## config.mk

```make
export PLATFORM = sky130hd
export DESIGN_NAME = status_overlay_compositor_unit
export DESIGN_NICKNAME = d
export VERILOG_FILES = /design/src/design/soc_pkg.sv /design/src/design/soc_config.sv /design/src/design/soc_front.sv /design/src/design/soc_queue.sv /design/src/design/soc_back.sv /design/src/design/status_overlay_compositor_unit.sv
export SDC_FILE = /design/constraint.sdc
export NUM_CORES = 2
export LEC_CHECK = 0
export BUFFER_PORTS_ARGS = -buffer_cell sky130_fd_sc_hd__buf_2
export CAP_MARGIN = 10
export CORE_ASPECT_RATIO = 0.7
export CORE_UTILIZATION = 38
export DETAILED_ROUTE_END_ITERATION = 12
export HOLD_SLACK_MARGIN = 0.06
export MAX_ROUTING_LAYER = met4
export PLACE_DENSITY = 0.62
export SETUP_SLACK_MARGIN = 0.5
export SYNTH_ARGS = -nofsm -noshare
export SYNTH_HDL_FRONTEND = slang
export SYNTH_SLANG_ARGS = --single-unit
```

## constraint.sdc

```tcl
create_clock -name clk -period 20.7 [get_ports clk]
set_input_delay 3.105 -clock clk [delete_from_list [all_inputs] [get_ports clk]]
set_output_delay 3.105 -clock clk [all_outputs]
set_load 0.03 [all_outputs]
```

## src/design/soc_pkg.sv

```systemverilog
// Shared types, constants and helper functions of the status overlay compositor.
package soc_pkg;

  localparam int SOC_COORD_BITS = 12;
  localparam int SOC_MAX_LABEL_CHARS = 12;
  localparam int SOC_CFG_INDEX_BITS = 3;
  localparam int SOC_CFG_DATA_BITS = 60;
  localparam int SOC_GEOM_BITS = 14;
  localparam int SOC_LAYERS = 6;

  // Register indexes of the configuration port.
  localparam logic [SOC_CFG_INDEX_BITS-1:0] REG_FRAME_WIDTH = 3'd0;
  localparam logic [SOC_CFG_INDEX_BITS-1:0] REG_FRAME_HEIGHT = 3'd1;
  localparam logic [SOC_CFG_INDEX_BITS-1:0] REG_PHASE_MODE = 3'd2;
  localparam logic [SOC_CFG_INDEX_BITS-1:0] REG_PROGRESS = 3'd3;
  localparam logic [SOC_CFG_INDEX_BITS-1:0] REG_LABEL_LENGTH = 3'd4;
  localparam logic [SOC_CFG_INDEX_BITS-1:0] REG_LABEL_GLYPHS = 3'd5;

  // Phase codes.
  localparam logic [1:0] PHASE_VIEWING = 2'd1;
  localparam logic [1:0] PHASE_FINISHED = 2'd2;

  // Layer numbers, which are also the bit positions of the layer flags.
  localparam int LAYER_BAND = 0;
  localparam int LAYER_ACCENT = 1;
  localparam int LAYER_BAR = 2;
  localparam int LAYER_FILL = 3;
  localparam int LAYER_BOX = 4;
  localparam int LAYER_TEXT = 5;

  localparam logic [8:0] ALPHA_BAND = 9'd90;
  localparam logic [8:0] ALPHA_FULL = 9'd256;
  localparam logic [8:0] ALPHA_BAR = 9'd218;
  localparam logic [8:0] ALPHA_FILL = 9'd243;
  localparam logic [8:0] ALPHA_BOX = 9'd159;
  localparam logic [8:0] ALPHA_TEXT = 9'd243;

  localparam logic [10:0] BAR_MIN_WIDTH = 11'd120;
  localparam logic [11:0] SCALE_STEP = 12'd640;
  localparam logic [4:0] MARGIN = 5'd18;

  typedef struct packed {
    logic [7:0] r;
    logic [7:0] g;
    logic [7:0] b;
  } soc_rgb_t;

  // Values derived from the configuration registers.
  typedef struct packed {
    logic [11:0] frame_width;
    logic [11:0] frame_height;
    logic [2:0] scale;
    logic [5:0] pitch;
    logic [5:0] cell_width;
    logic [5:0] cell_height;
    logic [3:0] chars;
    logic label_on;
    logic signed [SOC_GEOM_BITS-1:0] bar_start;
    logic signed [SOC_GEOM_BITS-1:0] bar_end;
    logic signed [SOC_GEOM_BITS-1:0] fill_end;
    logic signed [SOC_GEOM_BITS-1:0] box_xend;
    logic signed [SOC_GEOM_BITS-1:0] box_ytop;
    logic signed [SOC_GEOM_BITS-1:0] box_yend;
    logic signed [SOC_GEOM_BITS-1:0] text_x0;
    logic signed [SOC_GEOM_BITS-1:0] text_y0;
    logic [SOC_CFG_DATA_BITS-1:0] glyphs;
    soc_rgb_t accent;
  } soc_geom_t;

  // One classified pixel between front and back.
  typedef struct packed {
    soc_rgb_t pix;
    logic [SOC_LAYERS-1:0] layers;
  } soc_item_t;

  // Glyph bitmaps, row 0 in the top five bits, bit 4 of a row is the leftmost column.
  localparam logic [34:0] GLYPHS [0:17] = '{
    {5'h0E, 5'h11, 5'h11, 5'h1F, 5'h11, 5'h11, 5'h11},
    {5'h1F, 5'h10, 5'h10, 5'h1E, 5'h10, 5'h10, 5'h1F},
    {5'h1F, 5'h10, 5'h10, 5'h1E, 5'h10, 5'h10, 5'h10},
    {5'h0E, 5'h11, 5'h10, 5'h17, 5'h11, 5'h11, 5'h0E},
    {5'h1F, 5'h04, 5'h04, 5'h04, 5'h04, 5'h04, 5'h1F},
    {5'h1E, 5'h11, 5'h11, 5'h1E, 5'h14, 5'h12, 5'h11},
    {5'h11, 5'h11, 5'h11, 5'h11, 5'h11, 5'h11, 5'h0E},
    {5'h00, 5'h00, 5'h00, 5'h00, 5'h00, 5'h00, 5'h1F},
    {5'h0E, 5'h11, 5'h13, 5'h15, 5'h19, 5'h11, 5'h0E},
    {5'h04, 5'h0C, 5'h04, 5'h04, 5'h04, 5'h04, 5'h0E},
    {5'h0E, 5'h11, 5'h01, 5'h02, 5'h04, 5'h08, 5'h1F},
    {5'h1E, 5'h01, 5'h01, 5'h0E, 5'h01, 5'h01, 5'h1E},
    {5'h02, 5'h06, 5'h0A, 5'h12, 5'h1F, 5'h02, 5'h02},
    {5'h1F, 5'h10, 5'h10, 5'h1E, 5'h01, 5'h01, 5'h1E},
    {5'h0E, 5'h10, 5'h10, 5'h1E, 5'h11, 5'h11, 5'h0E},
    {5'h1F, 5'h01, 5'h02, 5'h04, 5'h08, 5'h08, 5'h08},
    {5'h0E, 5'h11, 5'h11, 5'h0E, 5'h11, 5'h11, 5'h0E},
    {5'h0E, 5'h11, 5'h11, 5'h0F, 5'h01, 5'h01, 5'h0E}
  };

  // Lit test of one glyph cell; codes outside one to eighteen draw nothing.
  function automatic logic soc_glyph_bit(input logic [4:0] code, input logic [2:0] row,
                                         input logic [2:0] col);
    logic [34:0] rows;
    logic [5:0] pos;
    logic lit;
    lit = 1'b0;
    if (code >= 5'd1 && code <= 5'd18 && row <= 3'd6 && col <= 3'd4) begin
      rows = GLYPHS[5'(code - 5'd1)];
      pos = 6'd34 - (6'(row) * 6'd5 + 6'(col));
      lit = rows[pos];
    end
    return lit;
  endfunction

  function automatic soc_rgb_t soc_accent(input logic [1:0] phase);
    soc_rgb_t c;
    case (phase)
      PHASE_VIEWING: c = '{r: 8'd255, g: 8'd180, b: 8'd48};
      PHASE_FINISHED: c = '{r: 8'd0, g: 8'd220, b: 8'd255};
      default: c = '{r: 8'd0, g: 8'd255, b: 8'd128};
    endcase
    return c;
  endfunction

  // out = (p*(256-a) + c*a) >> 8, kept to eight bits.
  function automatic logic [7:0] soc_blend(input logic [7:0] p, input logic [7:0] c,
                                           input logic [8:0] a);
    logic [16:0] acc;
    acc = 17'(17'(p) * 17'(9'd256 - a)) + 17'(17'(c) * 17'(a));
    return acc[15:8];
  endfunction

endpackage

```

## src/design/soc_config.sv

```systemverilog
// Configuration registers of the compositor and the geometry derived from them.
module soc_config #(
  parameter int MAX_LABEL_CHARS = soc_pkg::SOC_MAX_LABEL_CHARS
) (
  input  logic clk,
  input  logic rst,
  input  logic cfg_write,
  input  logic [soc_pkg::SOC_CFG_INDEX_BITS-1:0] cfg_index,
  input  logic [soc_pkg::SOC_CFG_DATA_BITS-1:0] cfg_data,
  output soc_pkg::soc_geom_t geom
);
  import soc_pkg::*;

  localparam logic [3:0] MAX_CHARS = 4'(MAX_LABEL_CHARS);

  logic [11:0] frame_width;
  logic [11:0] frame_height;
  logic [1:0] phase_mode;
  logic [16:0] progress_fraction;
  logic [3:0] label_length;
  logic [59:0] label_glyphs;

  always_ff @(posedge clk) begin
    if (rst) begin
      frame_width <= 12'd640;
      frame_height <= 12'd480;
      phase_mode <= 2'd0;
      progress_fraction <= 17'd0;
      label_length <= 4'd0;
      label_glyphs <= 60'd0;
    end else if (cfg_write) begin
      unique case (cfg_index)
        REG_FRAME_WIDTH: frame_width <= cfg_data[11:0];
        REG_FRAME_HEIGHT: frame_height <= cfg_data[11:0];
        REG_PHASE_MODE: phase_mode <= cfg_data[1:0];
        REG_PROGRESS: progress_fraction <= cfg_data[16:0];
        REG_LABEL_LENGTH: label_length <= cfg_data[3:0];
        REG_LABEL_GLYPHS: label_glyphs <= cfg_data[59:0];
        default: ;
      endcase
    end
  end

  logic [2:0] quot_640;
  logic [2:0] scale_c;
  logic [23:0] third_prod;
  logic [10:0] third_c;
  logic [10:0] bar_span_c;
  logic [3:0] chars_c;
  logic [9:0] box_span_c;
  logic [16:0] frac_c;
  logic signed [SOC_GEOM_BITS-1:0] width_s;
  logic signed [SOC_GEOM_BITS-1:0] height_s;
  soc_geom_t geom_next;
  logic [10:0] bar_span;
  logic [16:0] frac;
  logic [28:0] fill_prod;

  always_comb begin
    quot_640 = 3'd0;
    for (int k = 1; k <= 6; k++) begin
      if (frame_width >= 12'(k * 640)) quot_640 = 3'(k);
    end
    scale_c = (quot_640 < 3'd2) ? 3'd2 : quot_640;
    // Divide by three as multiply by 2731/8192, exact over twelve bits.
    third_prod = 24'(frame_width) * 24'd2731;
    third_c = third_prod[23:13];
    bar_span_c = (third_c > BAR_MIN_WIDTH) ? third_c : BAR_MIN_WIDTH;
    chars_c = (label_length > MAX_CHARS) ? MAX_CHARS : label_length;
    box_span_c = 10'(10'(scale_c) * (10'(chars_c) * 10'd6 + 10'd9));
    frac_c = (progress_fraction > 17'd65536) ? 17'd65536 : progress_fraction;
    width_s = $signed({2'b00, frame_width});
    height_s = $signed({2'b00, frame_height});

    geom_next = geom;
    geom_next.frame_width = frame_width;
    geom_next.frame_height = frame_height;
    geom_next.scale = scale_c;
    geom_next.pitch = 6'(6'(scale_c) * 6'd6);
    geom_next.cell_width = 6'(6'(scale_c) * 6'd5);
    geom_next.cell_height = 6'(6'(scale_c) * 6'd7);
    geom_next.chars = chars_c;
    geom_next.label_on = (label_length != 4'd0);
    geom_next.bar_start = width_s - $signed({3'b000, bar_span_c}) - 14'sd18;
    geom_next.bar_end = width_s - 14'sd18;
    geom_next.box_xend = 14'sd18 + $signed({4'b0000, box_span_c});
    geom_next.box_ytop = height_s - $signed(14'(scale_c) * 14'd17) - 14'sd18;
    geom_next.box_yend = height_s - 14'sd18;
    geom_next.text_x0 = 14'sd18 + $signed(14'(scale_c) * 14'd5);
    geom_next.text_y0 = height_s - $signed(14'(scale_c) * 14'd12) - 14'sd18;
    geom_next.glyphs = label_glyphs;
    geom_next.accent = soc_accent(phase_mode);
    // Fill end uses the registered bar start and width, so it settles in the cycle after the other fields.
    fill_prod = 29'(29'(bar_span) * 29'(frac)) + 29'd32768;
    geom_next.fill_end = geom.bar_start + $signed({1'b0, fill_prod[28:16]});
  end

  always_ff @(posedge clk) begin
    geom <= geom_next;
    bar_span <= bar_span_c;
    frac <= frac_c;
  end

endmodule

```

## src/design/soc_front.sv

```systemverilog
// Front part: takes pixels and classifies them against the overlay layers in two stages.
module soc_front #(
  parameter int COORD_BITS = soc_pkg::SOC_COORD_BITS,
  parameter int MAX_LABEL_CHARS = soc_pkg::SOC_MAX_LABEL_CHARS
) (
  input  logic clk,
  input  logic rst,
  input  soc_pkg::soc_geom_t geom,
  input  logic in_valid,
  output logic in_ready,
  input  logic [COORD_BITS-1:0] pixel_x,
  input  logic [COORD_BITS-1:0] pixel_y,
  input  soc_pkg::soc_rgb_t pix_in,
  output logic out_valid,
  input  logic out_ready,
  output soc_pkg::soc_item_t item
);
  import soc_pkg::*;

  localparam int SW = ((COORD_BITS > 13) ? COORD_BITS : 13) + 2;
  localparam int CIW = $clog2(MAX_LABEL_CHARS + 1);

  // Input stage.
  logic in_v;
  logic [COORD_BITS-1:0] in_x;
  logic [COORD_BITS-1:0] in_y;
  soc_rgb_t in_pix;
  // Classification stage.
  logic a_v;
  soc_rgb_t a_pix;
  logic signed [SW-1:0] a_x;
  logic a_inframe;
  logic a_barrow;
  logic [4:0] a_layers;
  logic a_glyph;
  logic [CIW-1:0] a_ci;
  logic [5:0] a_cx;
  logic [5:0] a_dy;

  logic a_ready;
  logic in_stage_ready;

  assign out_valid = a_v;
  assign a_ready = !a_v || out_ready;
  assign in_stage_ready = !in_v || a_ready;
  assign in_ready = in_stage_ready;

  always_ff @(posedge clk) begin
    if (rst) begin
      in_v <= 1'b0;
    end else if (in_stage_ready) begin
      in_v <= in_valid;
    end
  end

  always_ff @(posedge clk) begin
    if (in_stage_ready && in_valid) begin
      in_x <= pixel_x;
      in_y <= pixel_y;
      in_pix <= pix_in;
    end
  end

  logic signed [SW-1:0] xs;
  logic signed [SW-1:0] ys;
  logic signed [SW-1:0] dx;
  logic signed [SW-1:0] dy;
  logic inframe;
  logic barrow;
  logic [CIW-1:0] ci;
  logic [9:0] ci_base;
  logic signed [SW-1:0] cx;
  logic glyph_ok;
  logic [4:0] layers;

  always_comb begin
    xs = $signed(SW'({1'b0, in_x}));
    ys = $signed(SW'({1'b0, in_y}));
    inframe = (SW'({1'b0, in_x}) < SW'(geom.frame_width))
           && (SW'({1'b0, in_y}) < SW'(geom.frame_height));
    barrow = (ys >= SW'(18)) && (ys < SW'(28));
    layers[LAYER_BAND] = inframe && (ys < SW'(50));
    layers[LAYER_ACCENT] = inframe && (ys < SW'(4));
    layers[LAYER_BAR] = inframe && barrow && (xs >= SW'(geom.bar_start))
                     && (xs < SW'(geom.bar_end));
    layers[LAYER_FILL] = 1'b0;
    layers[LAYER_BOX] = inframe && geom.label_on && (xs >= SW'(18))
                     && (xs < SW'(geom.box_xend)) && (ys >= SW'(geom.box_ytop))
                     && (ys < SW'(geom.box_yend));
    dx = xs - SW'(geom.text_x0);
    dy = ys - SW'(geom.text_y0);
    // Character index: how many whole character pitches fit below dx.
    ci = '0;
    for (int k = 1; k <= MAX_LABEL_CHARS; k++) begin
      if (dx >= $signed(SW'(10'(k) * 10'(geom.pitch)))) ci = CIW'(k);
    end
    ci_base = 10'(10'(ci) * 10'(geom.pitch));
    cx = dx - $signed(SW'(ci_base));
    glyph_ok = inframe && geom.label_on && (dx >= SW'(0)) && (dy >= SW'(0))
            && (dy < SW'(geom.cell_height)) && (4'(ci) < geom.chars)
            && (cx < SW'(geom.cell_width));
  end

  always_ff @(posedge clk) begin
    if (rst) begin
      a_v <= 1'b0;
    end else if (a_ready) begin
      a_v <= in_v;
    end
  end

  always_ff @(posedge clk) begin
    if (a_ready && in_v) begin
      a_pix <= in_pix;
      a_x <= xs;
      a_inframe <= inframe;
      a_barrow <= barrow;
      a_layers <= layers;
      a_glyph <= glyph_ok;
      a_ci <= ci;
      a_cx <= cx[5:0];
      a_dy <= dy[5:0];
    end
  end

  // Glyph lookup and fill test, feeding the queue directly.
  logic [4:0] code;
  logic [2:0] col;
  logic [2:0] row;
  logic fill;
  logic text;

  always_comb begin
    code = 5'd0;
    for (int k = 0; k < MAX_LABEL_CHARS; k++) begin
      if (a_ci == CIW'(k)) code = geom.glyphs[5*k +: 5];
    end
    col = 3'd0;
    for (int k = 1; k <= 4; k++) begin
      if (a_cx >= 6'(6'(k) * 6'(geom.scale))) col = 3'(k);
    end
    row = 3'd0;
    for (int k = 1; k <= 6; k++) begin
      if (a_dy >= 6'(6'(k) * 6'(geom.scale))) row = 3'(k);
    end
    text = a_glyph && soc_glyph_bit(code, row, col);
    fill = a_inframe && a_barrow && (a_x >= SW'(geom.bar_start))
        && (a_x < SW'(geom.fill_end));
    item.pix = a_pix;
    item.layers = {text, a_layers[LAYER_BOX], fill, a_layers[LAYER_BAR:LAYER_BAND]};
  end

endmodule

```

## src/design/soc_queue.sv

```systemverilog
// Short word queue that decouples the front and back parts.
module soc_queue #(
  parameter int DEPTH = 4
) (
  input  logic clk,
  input  logic rst,
  input  logic push_valid,
  output logic push_ready,
  input  soc_pkg::soc_item_t push_item,
  output logic pop_valid,
  input  logic pop_ready,
  output soc_pkg::soc_item_t pop_item
);
  import soc_pkg::*;

  localparam int PW = $clog2(DEPTH);

  soc_item_t mem [DEPTH];
  logic [PW-1:0] wr_ptr;
  logic [PW-1:0] rd_ptr;
  logic [PW:0] count;
  logic push;
  logic pop;

  assign push_ready = (count != (PW+1)'(DEPTH));
  assign pop_valid = (count != '0);
  assign pop_item = mem[rd_ptr];
  assign push = push_valid && push_ready;
  assign pop = pop_valid && pop_ready;

  always_ff @(posedge clk) begin
    if (rst) begin
      wr_ptr <= '0;
      rd_ptr <= '0;
      count <= '0;
    end else begin
      if (push) wr_ptr <= (wr_ptr == PW'(DEPTH - 1)) ? '0 : wr_ptr + 1'b1;
      if (pop) rd_ptr <= (rd_ptr == PW'(DEPTH - 1)) ? '0 : rd_ptr + 1'b1;
      if (push && !pop) count <= count + 1'b1;
      else if (pop && !push) count <= count - 1'b1;
    end
  end

  always_ff @(posedge clk) begin
    if (push) mem[wr_ptr] <= push_item;
  end

endmodule

```

## src/design/soc_back.sv

```systemverilog
// Back part: six blend stages, one overlay layer each, the last one holding the result.
module soc_back (
  input  logic clk,
  input  logic rst,
  input  soc_pkg::soc_rgb_t accent,
  input  logic in_valid,
  output logic in_ready,
  input  soc_pkg::soc_item_t item,
  output logic out_valid,
  input  logic out_ready,
  output soc_pkg::soc_rgb_t pix_out
);
  import soc_pkg::*;

  logic stage_v [SOC_LAYERS];
  soc_item_t stage_item [SOC_LAYERS];
  logic stage_ready [SOC_LAYERS];

  assign in_ready = stage_ready[0];
  assign out_valid = stage_v[SOC_LAYERS-1];
  assign pix_out = stage_item[SOC_LAYERS-1].pix;

  for (genvar l = 0; l < SOC_LAYERS; l++) begin : g_layer
    logic prev_v;
    soc_item_t prev_item;
    logic next_ready;
    soc_rgb_t colour;
    logic [8:0] alpha;
    soc_item_t blended;

    if (l == 0) begin : g_first
      assign prev_v = in_valid;
      assign prev_item = item;
    end else begin : g_rest
      assign prev_v = stage_v[l-1];
      assign prev_item = stage_item[l-1];
    end

    if (l == SOC_LAYERS - 1) begin : g_last
      assign next_ready = out_ready;
    end else begin : g_mid
      assign next_ready = stage_ready[l+1];
    end

    assign stage_ready[l] = !stage_v[l] || next_ready;

    always_comb begin
      unique case (l)
        LAYER_BAND: begin
          colour = '0;
          alpha = ALPHA_BAND;
        end
        LAYER_ACCENT: begin
          colour = accent;
          alpha = ALPHA_FULL;
        end
        LAYER_BAR: begin
          colour = '{r: 8'd60, g: 8'd60, b: 8'd72};
          alpha = ALPHA_BAR;
        end
        LAYER_FILL: begin
          colour = accent;
          alpha = ALPHA_FILL;
        end
        LAYER_BOX: begin
          colour = '{r: 8'd6, g: 8'd8, b: 8'd14};
          alpha = ALPHA_BOX;
        end
        default: begin
          colour = '{r: 8'd255, g: 8'd255, b: 8'd255};
          alpha = ALPHA_TEXT;
        end
      endcase
      blended = prev_item;
      if (prev_item.layers[l]) begin
        blended.pix.r = soc_blend(prev_item.pix.r, colour.r, alpha);
        blended.pix.g = soc_blend(prev_item.pix.g, colour.g, alpha);
        blended.pix.b = soc_blend(prev_item.pix.b, colour.b, alpha);
      end
    end

    always_ff @(posedge clk) begin
      if (rst) begin
        stage_v[l] <= 1'b0;
      end else if (stage_ready[l]) begin
        stage_v[l] <= prev_v;
      end
    end

    always_ff @(posedge clk) begin
      if (stage_ready[l] && prev_v) begin
        stage_item[l] <= blended;
      end
    end
  end

endmodule

```

## src/design/status_overlay_compositor_unit.sv

```systemverilog
// Status overlay compositor: top level joining configuration, front, queue and back.
// A pixel word passes the two front stages, one queue entry and the six blend stages
// before its result word is valid.
// Throughput: one pixel word per cycle; each stage holds its word only while the next is full.
// Reset (rst, synchronous, active high) empties every stage and the queue and sets the
// registers to a 640 by 480 frame, growth phase, no progress and no label.
module status_overlay_compositor_unit #(
  parameter int COORD_BITS = soc_pkg::SOC_COORD_BITS,
  parameter int MAX_LABEL_CHARS = soc_pkg::SOC_MAX_LABEL_CHARS
) (
  input  logic clk,
  input  logic rst,
  input  logic cfg_write,
  input  logic [soc_pkg::SOC_CFG_INDEX_BITS-1:0] cfg_index,
  input  logic [soc_pkg::SOC_CFG_DATA_BITS-1:0] cfg_data,
  input  logic in_valid,
  output logic in_ready,
  input  logic [COORD_BITS-1:0] pixel_x,
  input  logic [COORD_BITS-1:0] pixel_y,
  input  logic [7:0] red_in,
  input  logic [7:0] green_in,
  input  logic [7:0] blue_in,
  output logic out_valid,
  input  logic out_ready,
  output logic [7:0] red_out,
  output logic [7:0] green_out,
  output logic [7:0] blue_out
);
  import soc_pkg::*;

  // The geometry is rebuilt from the registers every cycle; the fill edge passes one more
  // register, which lines up with the front stage that first uses it.
  soc_geom_t geom;
  soc_rgb_t pix_in;
  soc_rgb_t pix_out;

  logic front_valid;
  logic front_ready;
  soc_item_t front_item;
  logic back_valid;
  logic back_ready;
  soc_item_t back_item;

  assign pix_in = '{r: red_in, g: green_in, b: blue_in};
  assign red_out = pix_out.r;
  assign green_out = pix_out.g;
  assign blue_out = pix_out.b;

  soc_config #(
    .MAX_LABEL_CHARS(MAX_LABEL_CHARS)
  ) u_config (
    .clk(clk),
    .rst(rst),
    .cfg_write(cfg_write),
    .cfg_index(cfg_index),
    .cfg_data(cfg_data),
    .geom(geom)
  );

  // The front part decides for each pixel which of the six layers cover it.
  soc_front #(
    .COORD_BITS(COORD_BITS),
    .MAX_LABEL_CHARS(MAX_LABEL_CHARS)
  ) u_front (
    .clk(clk),
    .rst(rst),
    .geom(geom),
    .in_valid(in_valid),
    .in_ready(in_ready),
    .pixel_x(pixel_x),
    .pixel_y(pixel_y),
    .pix_in(pix_in),
    .out_valid(front_valid),
    .out_ready(front_ready),
    .item(front_item)
  );

  // The queue lets the front keep taking pixels while the output stalls, until its four entries are full.
  soc_queue #(
    .DEPTH(4)
  ) u_queue (
    .clk(clk),
    .rst(rst),
    .push_valid(front_valid),
    .push_ready(front_ready),
    .push_item(front_item),
    .pop_valid(back_valid),
    .pop_ready(back_ready),
    .pop_item(back_item)
  );

  // The back part applies the layers in order, one blend per stage.
  soc_back u_back (
    .clk(clk),
    .rst(rst),
    .accent(geom.accent),
    .in_valid(back_valid),
    .in_ready(back_ready),
    .item(back_item),
    .out_valid(out_valid),
    .out_ready(out_ready),
    .pix_out(pix_out)
  );

endmodule
```

==> impl_results.md <==
* Final nets at 7614
* RSZ-0062 raised after global routing: false
* Critical Path End Type: flop
* Register area share after synthesis at 0.3166
* Switching pwr at 3.966 mW
* Yosys reg bits at 742
* Syn_nets at 7473
* Dpl ws at 11.30 ns
* Hold_buf cts at 0
* Worst hold start: u_config.label_glyphs[1]
* EDFF count, synth at 392
* Core area at 153900 um^2
* Clock power share at 0.164
* Sw Ratio at 0.4190
* R2R Path Start: u_front.in_x[0]
* Row count at 120
* Total congestion overflow at 0
* Routed vias/inst at 4.984
* Post-Syn Instances at 6009
* Overall Global Routing Usage at 0.1925
* Chip width at 474.2 um
* Leakage power at 30.70 nW
* Clock slew at the register clock pins of the worst setup and hold paths at 0.06 ns
* WS Path Type: reg -> reg
* First-pass GRT wire length at 231.0 mm
* Hold path cells at 0
* CP startpoint kind: flop
* Combinational share of power at 0.617
* Routability cong. at 0.9219
* FILL cells at 14708
* Largest stage delay, worst path at 0.55 ns
* Status: completed
* FF-to-FF setup slack at 11.19 ns
* Flop pwr share at 0.219
* Required time of the critical path at 21.21 ns
* Async S/R FF share, synth at 0
* Worst R2R Path Depth at 39
* Clock root cell: clkbuf_16
* Worst min path class: reg -> reg
* Critical-path top delay cell: fa_1
* Relative slew slack at 0.2204
* Worst-skew pair later-pin latency at 0.72 ns
* Pin count of the biggest net entering global routing at 61
* Post-synth cell types at 92
* WL/cell at 17.58 um
* Crit path time final at 9.507 ns
* HPWL Detailed at 113.8 mm
* R2R Path End: u_front.a_glyph
* Hold Vio Cnt, Final at 0
* TNS Setup at 0 ns
* Syn_area_per_cell at 9.870 um^2
* Worst hold endpoint: u_config.geom[25]
* CTS Sinks at 742
* Multi-input gate area at 36430 um^2
* Vias in the first global route at 40640
* Initial antenna violation count at 8
* Clock Path Buffers at 3
* Via count at 41343
* Final period utilization at 0.4593
* PortBufs at 141
* Maximum clock rate at 105.2 MHz
* Setup bufs post-CTS at 0
* Warnings from Yosys at 0
* Die height at 332.5 um
* Num CTS Buffers at 84
* Reg area at 18780 um^2
* Share of cells above drive strength 1 at 0.07284
* Iter 0 DRT Violations at 2470
* Slew @ Worst Pin at 1.168 ns
* Remaining DRCs at 0
* TritonCTS clock tree: done
* Worst vdd ir at 0.2593 mV
* Total Wirelength at 145.9 mm
* Cts repair resizes at 0
* Worst EP arrival at 10.01 ns
* Pwr dens at 144.6 nW/um^2
* Post-Synthesis Cell Area at 59310 um^2
* Drt pass-1 iters at 6
* Slew Limit Fails at 0
* H-tree Lvls at 3
* P_int at 5.498 mW
* IO Count at 142
* Fin worst setup slack at 11.19 ns
* Initial core utilization at 0.3854
* Final setup vio count at 0
* Max cap viols at 0
* Antenna-violating nets left at 0
* Area delta synth->final at 10.36%
* Skew final at 0.07393 ns
* Most used DFF post-synth: edfxtp_1
* Crit-path max FO at 18
* Die footprint at 157700 um^2
-- critical path: cells and delay by family (launching register included) --
family,cells,cell delay (ns)
adders and majority gates,9,3.49
AOI/OAI and AO/OA,14,2.71
and+or+nand+nor,11,2.09
buffers and inverters,4,0.42
DFF,1,0.39
xor gates and xnor gates,1,0.18
-- worst max-delay path by stage --
| stage | from | end | slack, ns | cells after the start |
|---|---|---|---|---|
| floorplan | u_config.geom[219] | u_front.a_glyph | 11.82 | 38 |
| global placement | u_front.in_x[0] | u_front.a_glyph | 11.44 | 39 |
| detailed placement | u_front.in_x[0] | u_front.a_glyph | 11.30 | 39 |
| CTS | u_front.in_x[0] | u_front.a_glyph | 11.26 | 39 |
| global route | u_front.in_x[0] | u_front.a_glyph | 10.53 | 39 |
| finish | u_front.in_x[0] | u_front.a_glyph | 11.19 | 39 |
-- synth_stat cells, drive strengths merged (116+ instances only) --
cell    number  area [um^2]
ha        1056        13210
inv        957         3592
nand2      536         2012
edfxtp     392        11770
a21oi      366         1836
dfxtp      350         7007
fa         292         5846
nor2       261        979.7
xnor2      220         1934
o21ai      204         1025
xor2       134         1174
clkbuf     123        461.7
and2       116        725.7
-- stage by stage --
step                      hold slack (ns)  instances  utilization  instance area, um^2  total power [mW]
after floorplan                    0.3290       6009            -                59310             6.724
after global placement             0.3362       8138       0.4063                62530             7.745
after detailed placement           0.3355       8138       0.4063                62530             7.897
after CTS                          0.3477       8293       0.4253                65450             9.545
after global routing               0.3538       8295       0.4253                65450             10.49
final                              0.3479       8295       0.4253                65450             9.464
-- cells in the final DEF, fill, tap and decap left out, types with 24 or more instances in the layout --
cell type,Yosys,routed
o21ai_0,193,192
nand2b_1,59,59
o21a_1,61,61
a211oi_1,30,30
nand2_1,536,536
xnor2_1,219,219
edfxtp_1,392,392
fa_1,292,292
nor2_1,261,260
inv_1,955,955
nor3_1,78,78
buf_2,6,140
nor2b_1,99,96
mux4_2,30,30
a31oi_1,25,24
o21bai_1,50,50
dfxtp_1,350,349
buf_4,2,57
a21oi_1,365,364
a21o_1,106,106
nand3_1,51,50
ha_1,1056,1056
xor2_1,134,132
mux2_2,29,29
clkbuf_16,0,92
and2_1,115,115
mux2i_1,32,32
-- state kept, by name (all words and copies together) (netlist names), 12 cells and up, named ones only --
name,flops
u_config.geom,204
u_back.stage_item,159
u_queue.mem,120
u_config.label_glyphs,60
u_front.in_pix,24
u_front.item,24
u_config.frac,17
u_config.progress_fraction,17
u_config.frame_height,12
u_config.frame_width,12
u_front.a_x,12
u_front.in_x,12
u_front.in_y,12
-- layer usage --
| layer | part of all wire | wire (um) | global-route usage |
|---|---|---|---|
| met1 | 0.51 | 75080 | 0.2828 |
| met2 | 0.40 | 58820 | 0.2686 |
| met3 | 0.058 | 8503 | 0.03483 |
| met4 | 0.024 | 3454 | 0.04851 |
| met5 | 0 | 0 | - |
-- layout make-up --
| cell class | count | area share |
|---|---|---|
| Clock inverter | 35 | 0.005486 |
| Tap cell | 2074 | 0.03965 |
| Timing Repair Buffer | 197 | 0.01724 |
| Clock buffer | 120 | 0.03909 |
| Multi-Input combinational cell | 4167 | 0.5566 |
| Sequential cell | 742 | 0.2869 |
| Antenna cell | 2 | 0.00007646 |
| Inverter | 958 | 0.05494 |
-- power by group through the flow --
stage,registers (mW),logic (mW),clock network [mW]
final,2.07,5.84,1.56
after global routing,2.09,6.74,1.66
after CTS,2.07,5.88,1.60
after detailed placement,2.10,5.80,0
after global placement,2.10,5.65,0
after floorplan,2.00,4.72,0
-- kinds of logic (layout without fill, tap and decap cells) --
group,after synthesis,count (layout),share of synthesized area
adders and majority gates,1354,1354,0.3223
and+or+nand+nor,1349,1349,0.1078
buffers and inverters,1100,1310,0.07038
AOI/OAI and AO/OA,1019,1019,0.1082
DFF,742,742,0.3166
xor gates and xnor gates,354,354,0.05240
muxes,91,91,0.02230
other,0,2,0
Note: power is estimated with default switching activity, not from simulation.
